$ cat src/afr_pkg.sv
`timescale 1ns / 1ps
`default_nettype none
// ----------------------------------------------------------------------------
// afr_pkg
// shared types, codes and header/crc helpers for the record framer
// ----------------------------------------------------------------------------
package afr_pkg;

  localparam int unsigned CFG_IDX_W  = 2;
  localparam int unsigned CFG_DATA_W = 32;
  localparam int unsigned ACT_W      = 2;
  localparam int unsigned BYTE_W     = 8;
  localparam int unsigned CRC_W      = 16;
  localparam int unsigned HDR_IDX_W  = 5;

  // action codes of an input item
  localparam logic [ACT_W-1:0] ACT_NAME    = 2'd0;
  localparam logic [ACT_W-1:0] ACT_PAYLOAD = 2'd1;
  localparam logic [ACT_W-1:0] ACT_END     = 2'd2;

  // register indexes
  localparam logic [CFG_IDX_W-1:0] REG_COMPRESSED_SIZE   = 2'd0;
  localparam logic [CFG_IDX_W-1:0] REG_UNCOMPRESSED_SIZE = 2'd1;
  localparam logic [CFG_IDX_W-1:0] REG_DATA_CRC          = 2'd2;
  localparam logic [CFG_IDX_W-1:0] REG_METHOD_CODE       = 2'd3;

  localparam logic [HDR_IDX_W-1:0] HDR_LAST   = 5'd25;
  localparam logic [CRC_W-1:0]     CRC_INIT   = 16'hFFFF;
  localparam logic [CRC_W-1:0]     CRC_POLY   = 16'h1021;
  localparam logic [BYTE_W-1:0]    HDR_MAGIC  = 8'h52;
  localparam logic [BYTE_W-1:0]    HDR_VER    = 8'h01;
  localparam logic [15:0]          METHOD_RST = 16'h0001;

  typedef enum logic [1:0] {
    PH_IDLE,
    PH_NAME,
    PH_PAYLOAD
  } phase_t;

  typedef enum logic [1:0] {
    SEG_HDR,
    SEG_TERM,
    SEG_BODY
  } seg_t;

  typedef enum logic [1:0] {
    K_NAME,
    K_PAYLOAD,
    K_END
  } kind_t;

  // one classified item as handed from front to back
  typedef struct packed {
    logic              hdr;
    logic              term;
    kind_t             kind;
    logic [BYTE_W-1:0] data;
    logic [CRC_W-1:0]  crc;
  } cmd_t;

  typedef struct packed {
    logic [31:0] compressed_size;
    logic [31:0] uncompressed_size;
    logic [15:0] data_crc;
    logic [15:0] method_code;
  } cfg_regs_t;

  typedef struct packed {
    phase_t           phase;
    logic [CRC_W-1:0] crc;
  } front_stat_t;

  // crc16-ccitt, msb first, one byte
  function automatic logic [CRC_W-1:0] crc_byte(input logic [CRC_W-1:0] c,
                                                input logic [BYTE_W-1:0] b);
    logic [CRC_W-1:0] r;
    r = c ^ {b, 8'h00};
    for (int k = 0; k < 8; k++) begin
      if (r[CRC_W-1]) r = {r[CRC_W-2:0], 1'b0} ^ CRC_POLY;
      else            r = {r[CRC_W-2:0], 1'b0};
    end
    return r;
  endfunction

  // header byte at a given offset
  function automatic logic [BYTE_W-1:0] hdr_byte(input logic [HDR_IDX_W-1:0] idx,
                                                 input cfg_regs_t regs);
    logic [BYTE_W-1:0] v;
    case (idx)
      5'd0, 5'd1:   v = HDR_MAGIC;
      5'd2:         v = HDR_VER;
      5'd8:         v = regs.compressed_size[7:0];
      5'd9:         v = regs.compressed_size[15:8];
      5'd10:        v = regs.compressed_size[23:16];
      5'd11:        v = regs.compressed_size[31:24];
      5'd12:        v = regs.uncompressed_size[7:0];
      5'd13:        v = regs.uncompressed_size[15:8];
      5'd14:        v = regs.uncompressed_size[23:16];
      5'd15:        v = regs.uncompressed_size[31:24];
      5'd16, 5'd17: v = 8'hFF;
      5'd18:        v = regs.data_crc[7:0];
      5'd19:        v = regs.data_crc[15:8];
      5'd22:        v = 8'h01;
      5'd24:        v = regs.method_code[7:0];
      5'd25:        v = regs.method_code[15:8];
      default:      v = 8'h00;
    endcase
    return v;
  endfunction

endpackage
`default_nettype wire

$ cat src/afr_in_if.sv
`timescale 1ns / 1ps
`default_nettype none
// ----------------------------------------------------------------------------
// afr_in_if
// input item channel: action and data byte
// ----------------------------------------------------------------------------
interface afr_in_if;
  import afr_pkg::*;
  logic              valid;
  logic              ready;
  logic [ACT_W-1:0]  action;
  logic [BYTE_W-1:0] data_byte;

  modport source (output valid, output action, output data_byte, input ready);
  modport sink   (input valid, input action, input data_byte, output ready);
endinterface
`default_nettype wire

$ cat src/afr_out_if.sv
`timescale 1ns / 1ps
`default_nettype none
// ----------------------------------------------------------------------------
// afr_out_if
// framed byte stream channel
// ----------------------------------------------------------------------------
interface afr_out_if;
  import afr_pkg::*;
  logic              valid;
  logic              ready;
  logic [BYTE_W-1:0] out_byte;
  logic              run_last;
  logic              record_end;

  modport source (output valid, output out_byte, output run_last, output record_end,
                  input ready);
  modport sink   (input valid, input out_byte, input run_last, input record_end,
                  output ready);
endinterface
`default_nettype wire

$ cat src/afr_cfg_if.sv
`timescale 1ns / 1ps
`default_nettype none
// ----------------------------------------------------------------------------
// afr_cfg_if
// register write channel: index and data
// ----------------------------------------------------------------------------
interface afr_cfg_if;
  import afr_pkg::*;
  logic                  valid;
  logic                  ready;
  logic [CFG_IDX_W-1:0]  index;
  logic [CFG_DATA_W-1:0] data;

  modport source (output valid, output index, output data, input ready);
  modport sink   (input valid, input index, input data, output ready);
endinterface
`default_nettype wire

$ cat src/afr_front.sv
`timescale 1ns / 1ps
`default_nettype none
// ----------------------------------------------------------------------------
// afr_front
// accepts items, tracks the record phase and payload crc, issues commands
// ----------------------------------------------------------------------------
module afr_front (
  input  wire logic                 clk,
  input  wire logic                 rst,
  afr_in_if.sink                    rec_in,
  output afr_pkg::cmd_t             cmd,
  output logic                      cmd_valid,
  input  wire logic                 cmd_full,
  output afr_pkg::front_stat_t      stat
);
  import afr_pkg::*;

  phase_t           phase, phase_next;
  logic [CRC_W-1:0] crc, crc_next;
  logic             accept;
  logic             drop;

  assign rec_in.ready = !cmd_full;
  assign accept       = rec_in.valid && rec_in.ready;

  // unknown action, or name byte once payload has started
  assign drop = (rec_in.action != ACT_NAME && rec_in.action != ACT_PAYLOAD &&
                 rec_in.action != ACT_END) ||
                (rec_in.action == ACT_NAME && phase == PH_PAYLOAD);

  // command build
  always_comb begin
    cmd_valid = accept && !drop;
    cmd.hdr   = (phase == PH_IDLE);
    cmd.term  = (rec_in.action != ACT_NAME) && (phase != PH_PAYLOAD);
    cmd.data  = rec_in.data_byte;
    cmd.crc   = crc;
    cmd.kind  = K_NAME;
    if (rec_in.action == ACT_PAYLOAD) cmd.kind = K_PAYLOAD;
    if (rec_in.action == ACT_END)     cmd.kind = K_END;
  end

  // next phase and crc
  always_comb begin
    phase_next = phase;
    crc_next   = crc;
    if (cmd_valid) begin
      case (rec_in.action)
        ACT_NAME: begin
          phase_next = PH_NAME;
        end
        ACT_PAYLOAD: begin
          phase_next = PH_PAYLOAD;
          crc_next   = crc_byte(crc, rec_in.data_byte);
        end
        ACT_END: begin
          phase_next = PH_IDLE;
          crc_next   = CRC_INIT;
        end
        default: begin
          phase_next = phase;
        end
      endcase
    end
  end

  always_ff @(posedge clk) begin
    if (rst) begin
      phase <= PH_IDLE;
      crc   <= CRC_INIT;
    end else begin
      phase <= phase_next;
      crc   <= crc_next;
    end
  end

  assign stat.phase = phase;
  assign stat.crc   = crc;

endmodule
`default_nettype wire

$ cat src/afr_queue.sv
`timescale 1ns / 1ps
`default_nettype none
// ----------------------------------------------------------------------------
// afr_queue
// small command fifo between front and back
// ----------------------------------------------------------------------------
module afr_queue #(
  parameter int unsigned DEPTH = 4
) (
  input  wire logic           clk,
  input  wire logic           rst,
  input  wire logic           push,
  input  afr_pkg::cmd_t       push_data,
  output logic                full,
  input  wire logic           pop,
  output afr_pkg::cmd_t       head,
  output logic                head_valid
);
  import afr_pkg::*;

  localparam int unsigned PTR_W = $clog2(DEPTH);
  localparam int unsigned CNT_W = $clog2(DEPTH + 1);
  localparam logic [PTR_W-1:0] PTR_LAST = PTR_W'(DEPTH - 1);
  localparam logic [CNT_W-1:0] CNT_FULL = CNT_W'(DEPTH);

  cmd_t             mem [DEPTH];
  logic [PTR_W-1:0] wr_ptr, rd_ptr;
  logic [CNT_W-1:0] count;

  assign full       = (count == CNT_FULL);
  assign head_valid = (count != '0);
  assign head       = mem[rd_ptr];

  always_ff @(posedge clk) begin
    if (push) mem[wr_ptr] <= push_data;
  end

  always_ff @(posedge clk) begin
    if (rst) begin
      wr_ptr <= '0;
      rd_ptr <= '0;
      count  <= '0;
    end else begin
      if (push) wr_ptr <= (wr_ptr == PTR_LAST) ? '0 : wr_ptr + 1'b1;
      if (pop)  rd_ptr <= (rd_ptr == PTR_LAST) ? '0 : rd_ptr + 1'b1;
      if (push && !pop)      count <= count + 1'b1;
      else if (pop && !push) count <= count - 1'b1;
    end
  end

endmodule
`default_nettype wire

$ cat src/afr_back.sv
`timescale 1ns / 1ps
`default_nettype none
// ----------------------------------------------------------------------------
// afr_back
// expands one command into header, terminator and body bytes
// ----------------------------------------------------------------------------
module afr_back (
  input  wire logic           clk,
  input  wire logic           rst,
  input  afr_pkg::cmd_t       head,
  input  wire logic           head_valid,
  output logic                pop,
  input  afr_pkg::cfg_regs_t  regs,
  afr_out_if.source           rec_out
);
  import afr_pkg::*;

  seg_t                 seg, seg_next, eff_seg, after_seg;
  logic                 busy, busy_next;
  logic [HDR_IDX_W-1:0] idx, idx_next, eff_idx;
  logic                 load;
  logic                 seg_last, cmd_last;
  logic [BYTE_W-1:0]    byte_val;

  logic                 ov;
  logic [BYTE_W-1:0]    ob;
  logic                 ol, oe;

  // a fresh command starts in its first segment
  always_comb begin
    if (busy) begin
      eff_seg = seg;
      eff_idx = idx;
    end else begin
      eff_idx = '0;
      if (head.hdr)       eff_seg = SEG_HDR;
      else if (head.term) eff_seg = SEG_TERM;
      else                eff_seg = SEG_BODY;
    end
  end

  assign load = head_valid && (!ov || rec_out.ready);

  // outputs of the sequencer
  always_comb begin
    byte_val  = '0;
    seg_last  = 1'b1;
    after_seg = SEG_BODY;
    unique case (eff_seg)
      SEG_HDR: begin
        byte_val  = hdr_byte(eff_idx, regs);
        seg_last  = (eff_idx == HDR_LAST);
        after_seg = head.term ? SEG_TERM : SEG_BODY;
      end
      SEG_TERM: begin
        byte_val = '0;
      end
      SEG_BODY: begin
        if (head.kind == K_END) begin
          byte_val = eff_idx[0] ? head.crc[15:8] : head.crc[7:0];
          seg_last = eff_idx[0];
        end else begin
          byte_val = head.data;
        end
      end
      default: begin
        byte_val = '0;
      end
    endcase
    cmd_last = (eff_seg == SEG_BODY) && seg_last;
    pop      = load && cmd_last;
  end

  // next state
  always_comb begin
    busy_next = busy;
    seg_next  = seg;
    idx_next  = idx;
    if (load) begin
      if (cmd_last) begin
        busy_next = 1'b0;
        seg_next  = SEG_HDR;
        idx_next  = '0;
      end else if (seg_last) begin
        busy_next = 1'b1;
        seg_next  = after_seg;
        idx_next  = '0;
      end else begin
        busy_next = 1'b1;
        seg_next  = eff_seg;
        idx_next  = eff_idx + 1'b1;
      end
    end
  end

  always_ff @(posedge clk) begin
    if (rst) begin
      busy <= 1'b0;
      seg  <= SEG_HDR;
      idx  <= '0;
      ov   <= 1'b0;
    end else begin
      busy <= busy_next;
      seg  <= seg_next;
      idx  <= idx_next;
      if (load)               ov <= 1'b1;
      else if (rec_out.ready) ov <= 1'b0;
    end
  end

  always_ff @(posedge clk) begin
    if (load) begin
      ob <= byte_val;
      ol <= cmd_last;
      oe <= cmd_last && (head.kind == K_END);
    end
  end

  assign rec_out.valid      = ov;
  assign rec_out.out_byte   = ob;
  assign rec_out.run_last   = ol;
  assign rec_out.record_end = oe;

endmodule
`default_nettype wire

$ cat src/archive_record_framer_unit.sv
`timescale 1ns / 1ps
`default_nettype none
// ----------------------------------------------------------------------------
// archive_record_framer_unit
// frames one archive record (header, name, zero, payload, crc trailer)
// ----------------------------------------------------------------------------
// Each name or payload item goes through the command queue and gives one
// output byte via the back end's output register; bytes leave one per cycle
// while rec_out is ready, and a record adds 26 header bytes, one name
// terminator byte and two crc trailer bytes. The front accepts items
// whenever the command queue (QUEUE_DEPTH entries) has room, so during the
// header burst the queue holds the item being expanded and takes up to
// QUEUE_DEPTH - 1 more; then the back end's header sequencer sets the pace.
// Registers are written through cfg, which is always ready; they are read
// while the header is sent, so write them only between records.
module archive_record_framer_unit #(
  parameter int unsigned QUEUE_DEPTH = 4
) (
  input  wire logic clk,
  input  wire logic rst,
  afr_in_if.sink    rec_in,
  afr_out_if.source rec_out,
  afr_cfg_if.sink   cfg
);
  import afr_pkg::*;

  cfg_regs_t   regs;
  cmd_t        cmd, head;
  logic        cmd_valid, cmd_full;
  logic        head_valid, pop;
  front_stat_t stat;

  // register file, always ready
  assign cfg.ready = 1'b1;

  always_ff @(posedge clk) begin
    if (rst) begin
      regs.compressed_size   <= '0;
      regs.uncompressed_size <= '0;
      regs.data_crc          <= '0;
      regs.method_code       <= METHOD_RST;
    end else if (cfg.valid) begin
      unique case (cfg.index)
        REG_COMPRESSED_SIZE:   regs.compressed_size   <= cfg.data;
        REG_UNCOMPRESSED_SIZE: regs.uncompressed_size <= cfg.data;
        REG_DATA_CRC:          regs.data_crc          <= cfg.data[15:0];
        REG_METHOD_CODE:       regs.method_code       <= cfg.data[15:0];
        default:               regs                   <= regs;
      endcase
    end
  end

  // front: classify each item, run the payload crc
  afr_front u_front (
    .clk       (clk),
    .rst       (rst),
    .rec_in    (rec_in),
    .cmd       (cmd),
    .cmd_valid (cmd_valid),
    .cmd_full  (cmd_full),
    .stat      (stat)
  );

  // command queue decouples intake from the byte sequencer
  afr_queue #(
    .DEPTH (QUEUE_DEPTH)
  ) u_queue (
    .clk        (clk),
    .rst        (rst),
    .push       (cmd_valid),
    .push_data  (cmd),
    .full       (cmd_full),
    .pop        (pop),
    .head       (head),
    .head_valid (head_valid)
  );

  // back: header, terminator and body bytes through an output register
  afr_back u_back (
    .clk        (clk),
    .rst        (rst),
    .head       (head),
    .head_valid (head_valid),
    .pop        (pop),
    .regs       (regs),
    .rec_out    (rec_out)
  );

  // the final trailer byte always closes its item
  a_end_is_last: assert property (@(posedge clk) disable iff (rst)
    (rec_out.valid && rec_out.record_end) |-> rec_out.run_last)
    else $error("record end without run last");

  // between records the payload crc sits at its initial value
  a_idle_crc: assert property (@(posedge clk) disable iff (rst)
    (stat.phase == PH_IDLE) |-> (stat.crc == CRC_INIT))
    else $error("crc not reset while idle");

  // an accepted end mark returns the front to idle
  a_end_idle: assert property (@(posedge clk) disable iff (rst)
    (rec_in.valid && rec_in.ready && rec_in.action == ACT_END)
    |=> (stat.phase == PH_IDLE))
    else $error("front not idle after end of record");

endmodule
`default_nettype wire
$ cat src/flat_wrapper.sv
// flat-port wrapper written by rule: the top's interface ports become plain ports
module archive_record_framer_unit_flat import afr_pkg::*;
#(
  parameter int unsigned QUEUE_DEPTH = 4
)
  (clk, rst, rec_in_valid, rec_in_action, rec_in_data_byte, rec_in_ready, rec_out_valid, rec_out_out_byte, rec_out_run_last, rec_out_record_end, rec_out_ready, cfg_valid, cfg_index, cfg_data, cfg_ready);
  afr_in_if rec_in_i ();
  afr_out_if rec_out_i ();
  afr_cfg_if cfg_i ();
  input  wire logic clk;
  input  wire logic rst;
  input wire logic [$bits(rec_in_i.valid)-1:0] rec_in_valid;
  input wire logic [$bits(rec_in_i.action)-1:0] rec_in_action;
  input wire logic [$bits(rec_in_i.data_byte)-1:0] rec_in_data_byte;
  output wire logic [$bits(rec_in_i.ready)-1:0] rec_in_ready;
  output wire logic [$bits(rec_out_i.valid)-1:0] rec_out_valid;
  output wire logic [$bits(rec_out_i.out_byte)-1:0] rec_out_out_byte;
  output wire logic [$bits(rec_out_i.run_last)-1:0] rec_out_run_last;
  output wire logic [$bits(rec_out_i.record_end)-1:0] rec_out_record_end;
  input wire logic [$bits(rec_out_i.ready)-1:0] rec_out_ready;
  input wire logic [$bits(cfg_i.valid)-1:0] cfg_valid;
  input wire logic [$bits(cfg_i.index)-1:0] cfg_index;
  input wire logic [$bits(cfg_i.data)-1:0] cfg_data;
  output wire logic [$bits(cfg_i.ready)-1:0] cfg_ready;
  assign rec_in_i.valid = rec_in_valid;
  assign rec_in_i.action = rec_in_action;
  assign rec_in_i.data_byte = rec_in_data_byte;
  assign rec_in_ready = rec_in_i.ready;
  assign rec_out_valid = rec_out_i.valid;
  assign rec_out_out_byte = rec_out_i.out_byte;
  assign rec_out_run_last = rec_out_i.run_last;
  assign rec_out_record_end = rec_out_i.record_end;
  assign rec_out_i.ready = rec_out_ready;
  assign cfg_i.valid = cfg_valid;
  assign cfg_i.index = cfg_index;
  assign cfg_i.data = cfg_data;
  assign cfg_ready = cfg_i.ready;
  archive_record_framer_unit #(.QUEUE_DEPTH(QUEUE_DEPTH)) u_core (.clk(clk), .rst(rst), .rec_in(rec_in_i), .rec_out(rec_out_i), .cfg(cfg_i));
endmodule
$ cat config.mk
export PLATFORM = sky130hd
export DESIGN_NAME = archive_record_framer_unit_flat
export DESIGN_NICKNAME = d
export VERILOG_FILES = /design/src/afr_pkg.sv /design/src/afr_in_if.sv /design/src/afr_out_if.sv /design/src/afr_cfg_if.sv /design/src/afr_front.sv /design/src/afr_queue.sv /design/src/afr_back.sv /design/src/archive_record_framer_unit.sv /design/src/flat_wrapper.sv
export SDC_FILE = /design/constraint.sdc
export NUM_CORES = 1
export LEC_CHECK = 0
export BUFFER_PORTS_ARGS = -buffer_cell sky130_fd_sc_hd__buf_4
export CORE_MARGIN = 2
export CORE_UTILIZATION = 48
export CTS_CLUSTER_DIAMETER = 150
export CTS_CLUSTER_SIZE = 40
export DETAILED_ROUTE_END_ITERATION = 7
export PLACE_DENSITY = 0.65
export SLEW_MARGIN = 25
export SYNTH_ARGS = -nofsm -noshare
export SYNTH_HDL_FRONTEND = slang
export SYNTH_HIERARCHICAL = 1
export SYNTH_SLANG_ARGS = --single-unit
$ cat constraint.sdc
create_clock -name clk -period 4 [get_ports clk]
set_input_delay 0 -clock clk [delete_from_list [all_inputs] [get_ports clk]]
set_output_delay 0 -clock clk [all_outputs]
set_load 0.01 [all_outputs]
======== Yosys cells after proc, flatten, opt, wreduce, memory -nomap -nowiden ========
Memory sizes are Yosys's and may differ from the RTL's. A register that Yosys moved wholly into a read port is not among the register bits.
Cells that the tools add are included.
operators by class
  add/subtract/negate cells ............... 5
  equal/unequal tests ..................... 31
  multiplexer cells ....................... 52
  bitwise gates (word level) .............. 9
  reductions and logical operators ........ 39
operators with widths
  kind                                                                   number
  16-bit two-way mux                                                     14
  8-bit case mux with 15 select lines                                    1
  13-bit two-way mux                                                     8
  5-bit by 4-bit equality test with 1-bit output, second input constant  8
  5-bit equality test, second input constant                             7
  16-bit case mux with 2 select lines                                    1
  3-bit NOT                                                              8
  2-bit two-way mux                                                      11
  2-bit equality test, second input constant                             8
  8-bit two-way mux                                                      2
  8-bit case mux with 2 select lines                                     1
  16-bit bitwise XOR                                                     1
  5-bit two-way mux                                                      3
  1-bit logical AND                                                      12
  2-bit AND reduction                                                    6
  2-bit logical NOT                                                      4
  2-bit nonzero test                                                     4
  1-bit two-way mux                                                      7
  3-bit two-way mux                                                      2
  2-bit case mux with 3 select lines                                     1
  3-bit nonzero test                                                     2
  2-bit OR reduction                                                     3
  5-bit by 1-bit adder with 5-bit output, second input constant          1
  5-bit by 1-bit equality test with 1-bit output, second input constant  1
  12 further kinds                                                       20
word-level totals
  bits in registers ....................... 140
  bits in writable memories ............... 112
  input port bits ......................... 49
  output and inout bits ................... 13
  logic and storage cells ................. 153
  memories kept ........................... 1
memories
  name                depth  width  read ports  clocked after Yosys merged registers in  write ports  line             RTL
  u_core.u_queue.mem  4      28     1           1                                        1            afr_queue.sv:26  cmd_t mem [DEPTH];

======== Longest topological paths before layout ========
  word-level depth ........................ 34
  gate-level depth with buffers ........... 15
  mapped depth without buffers ............ 12

======== Modules after synthesis ========
Netlist, hierarchy kept.
modules (own cells, without submodules)
  module                      instances  cells an instance  area an instance (um^2)  seq. area each (um^2)
  afr_queue                   1          190                4531.8                   3543.4
  archive_record_framer_unit  1          354                3901.2                   1921.8
  afr_back                    1          241                1783.0                   480.5
  afr_front                   1          107                1233.7                   360.3

======== Worst setup path before layout ========
No wires, ideal clock.
  kind .................................... reg2reg
  from .................................... register with a tool-made name
  to ...................................... register u_core.u_queue.count[2]
  setup time .............................. 0.070 ns
  data arrival time ....................... 3.020 ns
  data required time ...................... 3.930 ns
  path slack .............................. 0.910 ns
  stages on the path, launching flop included .. 16
  buffers on the path ..................... 3
  period minus slack after synthesis ...... 3.090 ns
  cell sequence ........................... dfxtp_1 -> buf_6 -> buf_12 -> mux4_2 -> nand2b_1 -> clkbuf_1 -> nor2_1 -> or2_2 -> nor2_1 -> inv_1 -> ha_1 -> inv_1 -> fa_1 -> xor2_1 -> or3_1 -> a21oi_1
RTL lines
  what                  line             RTL
  end signal, assigned  afr_queue.sv:46  if (push && !pop) count <= count + 1'b1;
  end signal, assigned  afr_queue.sv:47  else if (pop && !push) count <= count - 1'b1;
  end, declared         afr_queue.sv:28  logic [CNT_W-1:0] count;

==> impl_metrics.toml <==
[floorplanning]
coreArea_sq_um = 23300
core.rowCount = 56
chipHeight_microns = 158
dieWidth_microns = 158
io_pins = 62
initial_core_util_pct = 48.6
dieArea_sq_um = 24800

[clock_tree]
htreeDepth = 1
clk_latency_ns = 0.50
cts_buffer_depth = 3
cts_tree = "done"
cts.clk_slew.worst_paths_ns = 0.14
postCtsResizedCells = 0
cts_buffers = 10
cts-root-buf = "clkbuf_16"
cts.sinks = 254

[detailed_routing]
drt_wl_total_mm = 24.8
drc = 0
drt_iter0_drc = 505
via_per_inst = 5.49
detail_route.wl_per_cell_microns = 19.5
firstDrtPassIters = 5
vias = 6961
ant_nets = 0

[flow_run]
cap_violations = 0

[setup_path]
worstPathMaxFanout = 11
crit_arrival_ns = 3.82
crit_slowest_cell = "mux4_1"
path_buf_inv = 2
critical_path_class = "flip-flop to flip-flop"
cp_cell_sequence = "mux4_1 > nor3_2 > a21oi_2 > or2_2 > nor2_1 > inv_1 > ha_1 > inv_1 > fa_1 > xor2_1 > or3_1 > a21oi_1"
critPathCaptureType = "flip-flop"
worstPathRequired_ns = 4.40
crit_path_frequent_cell = "inv_1"
slowest_delay_ns = 0.66
cp-start-kind = "flip-flop"
cp_top_family = "simple AND/OR/NAND/NOR gates"

[sta]
setup_violations = 0
max_freq_mhz = 292
finalCriticalPeriod_ns = 3.43
fin_skew_ns = 0.0346
setup_tns_ns = 0
slew_violations = 0
rsz0062_at_grt = "false"
fin_crit_sh_pct = 85.7
relSlewSlack_pct = 28.4
worstMarginPinSlew_ns = 1.07
timing.final.hold_violations = 0

[placed_design]
portBuffers = 60
place.gp.congestion = 0.785
placed_cells = 1209
dp_hpwl_mm = 16.1
placed_cell_area_sq_um = 11900

[synthesis]
synth.yosys.warnings = 6
synthCells = 876
syn_area_sq_um = 11300
avgSynthCellArea_sq_um = 12.9
synth_nets = 937

[pwr]
switching_share_pct = 28.1
clkPwrFrac_pct = 22.9
peakVddDrop_mv = 0.362
power_density_nw_per_um2 = 449
combinationalPowerShare_pct = 21.0
p_int_uw = 4090
power.switching_uw = 1600
seqPwrFrac_pct = 56.2
power.leakage_uw = 0.00469

[run_status]
status = "completed"

[final_layout]
nNetsFinal = 1007
area_growth_pct = 11.8
drive_above_1_share_pct = 13.2
final_cell_mix = "nand2b_1, dfxtp_1, edfxtp_1"
final_area_sq_um = 12700
final_common_cell = "nand2b_1"
final_cells = 1268
diodes = 0

[global_routing]
antenna_found_initial = 1
grt_pass1_wl_mm = 38.5
grt_usage_pct = 20.2
overflow = 0
grt_max_degree = 105
grt_pass1_vias = 6784

[hold_path]
hold_path.class = "input pin to flip-flop"
-- registers in the layout (all words and copies together) (netlist names), named ones only --
signal	flops
u_core/u_back/rec_out.record_end	1
u_core/u_back/idx	5
u_core/u_front/phase	2
u_core/u_front/crc	16
u_core/u_back/rec_out.out_byte	8
u_core/regs	96
u_core/u_queue/rd_ptr	2
u_core/u_back/rec_out.valid	1
u_core/u_back/rec_out.run_last	1
u_core/u_queue/mem	112
u_core/u_back/busy	1
u_core/u_back/seg	2
u_core/u_queue/wr_ptr	2
u_core/u_queue/count	3
-- metrics by stage --
stage | utilization [%] | hold slack (ns) | power [uW] | setup slack (ns)
after floorplan | - | 0.0691 | 4030 | 0.910
after global placement | 51.0 | 0.224 | 4400 | 0.706
after detailed placement | 51.0 | 0.223 | 4410 | 0.609
after CTS | 54.3 | 0.0817 | 5740 | 0.535
after global routing | 54.3 | 0.115 | 5950 | 0.271
final | 54.3 | 0.0630 | 5690 | 0.573
-- worst reg2reg max path, stage by stage, from the launching register on --
cell     delay (ns)
dfxtp_2        0.58
mux4_1         0.67
nor3_2         0.25
a21oi_2        0.13
or2_2          0.37
nor2_1         0.25
inv_1          0.11
ha_1           0.23
inv_1          0.07
fa_1           0.17
xor2_1         0.07
or3_1          0.31
a21oi_1        0.14
-- metal layers --
metal  track usage (%)  vias to the layer above  share of wire [%]
li1                  -                     3333                  -
met1              30.5                     3446                 48
met2              32.1                      164                 46
met3              2.03                       18                4.8
met4              3.77                        0                1.1
met5                 0                        -                  0
-- power groups by stage --
stage | logic, uW | clock network [uW] | registers [uW]
detailed placement | 1160 | 0 | 3250
CTS | 1200 | 1340 | 3190
floorplan | 856 | 0 | 3180
finish | 1190 | 1300 | 3190
global route | 1300 | 1420 | 3230
global placement | 1150 | 0 | 3250
-- repair_timing --
item | 4_1_cts | 5_1_grt
endpoints found under the hold margin | 142 | 0
hold buffers | 44 | 0
buffers inserted | 0 | 0
-- final cells by class --
class,instances,area [sq um]
clock inverters,1,30.0
well taps,319,399
multi-input cells,550,4610
flip-flops and latches,254,6310
clock buffers,14,287
repair buffers,117,988
fillers,1961,10700
inverters,13,48.8
-- worst paths after layout --
kind                                      start                 endpoint  slack [ns]  depth (start not counted)
worst max-delay path                  flip-flop  u_core/u_queue/count[2]        0.57                         12
worst min-delay path                        rst  u_core/u_queue/count[1]        0.06                          2
worst max register to register        flip-flop  u_core/u_queue/count[2]        0.57                         12
worst min register to register  u_core/regs[76]          u_core/regs[76]        0.49                          2
(Power assumes the default switching activity.)
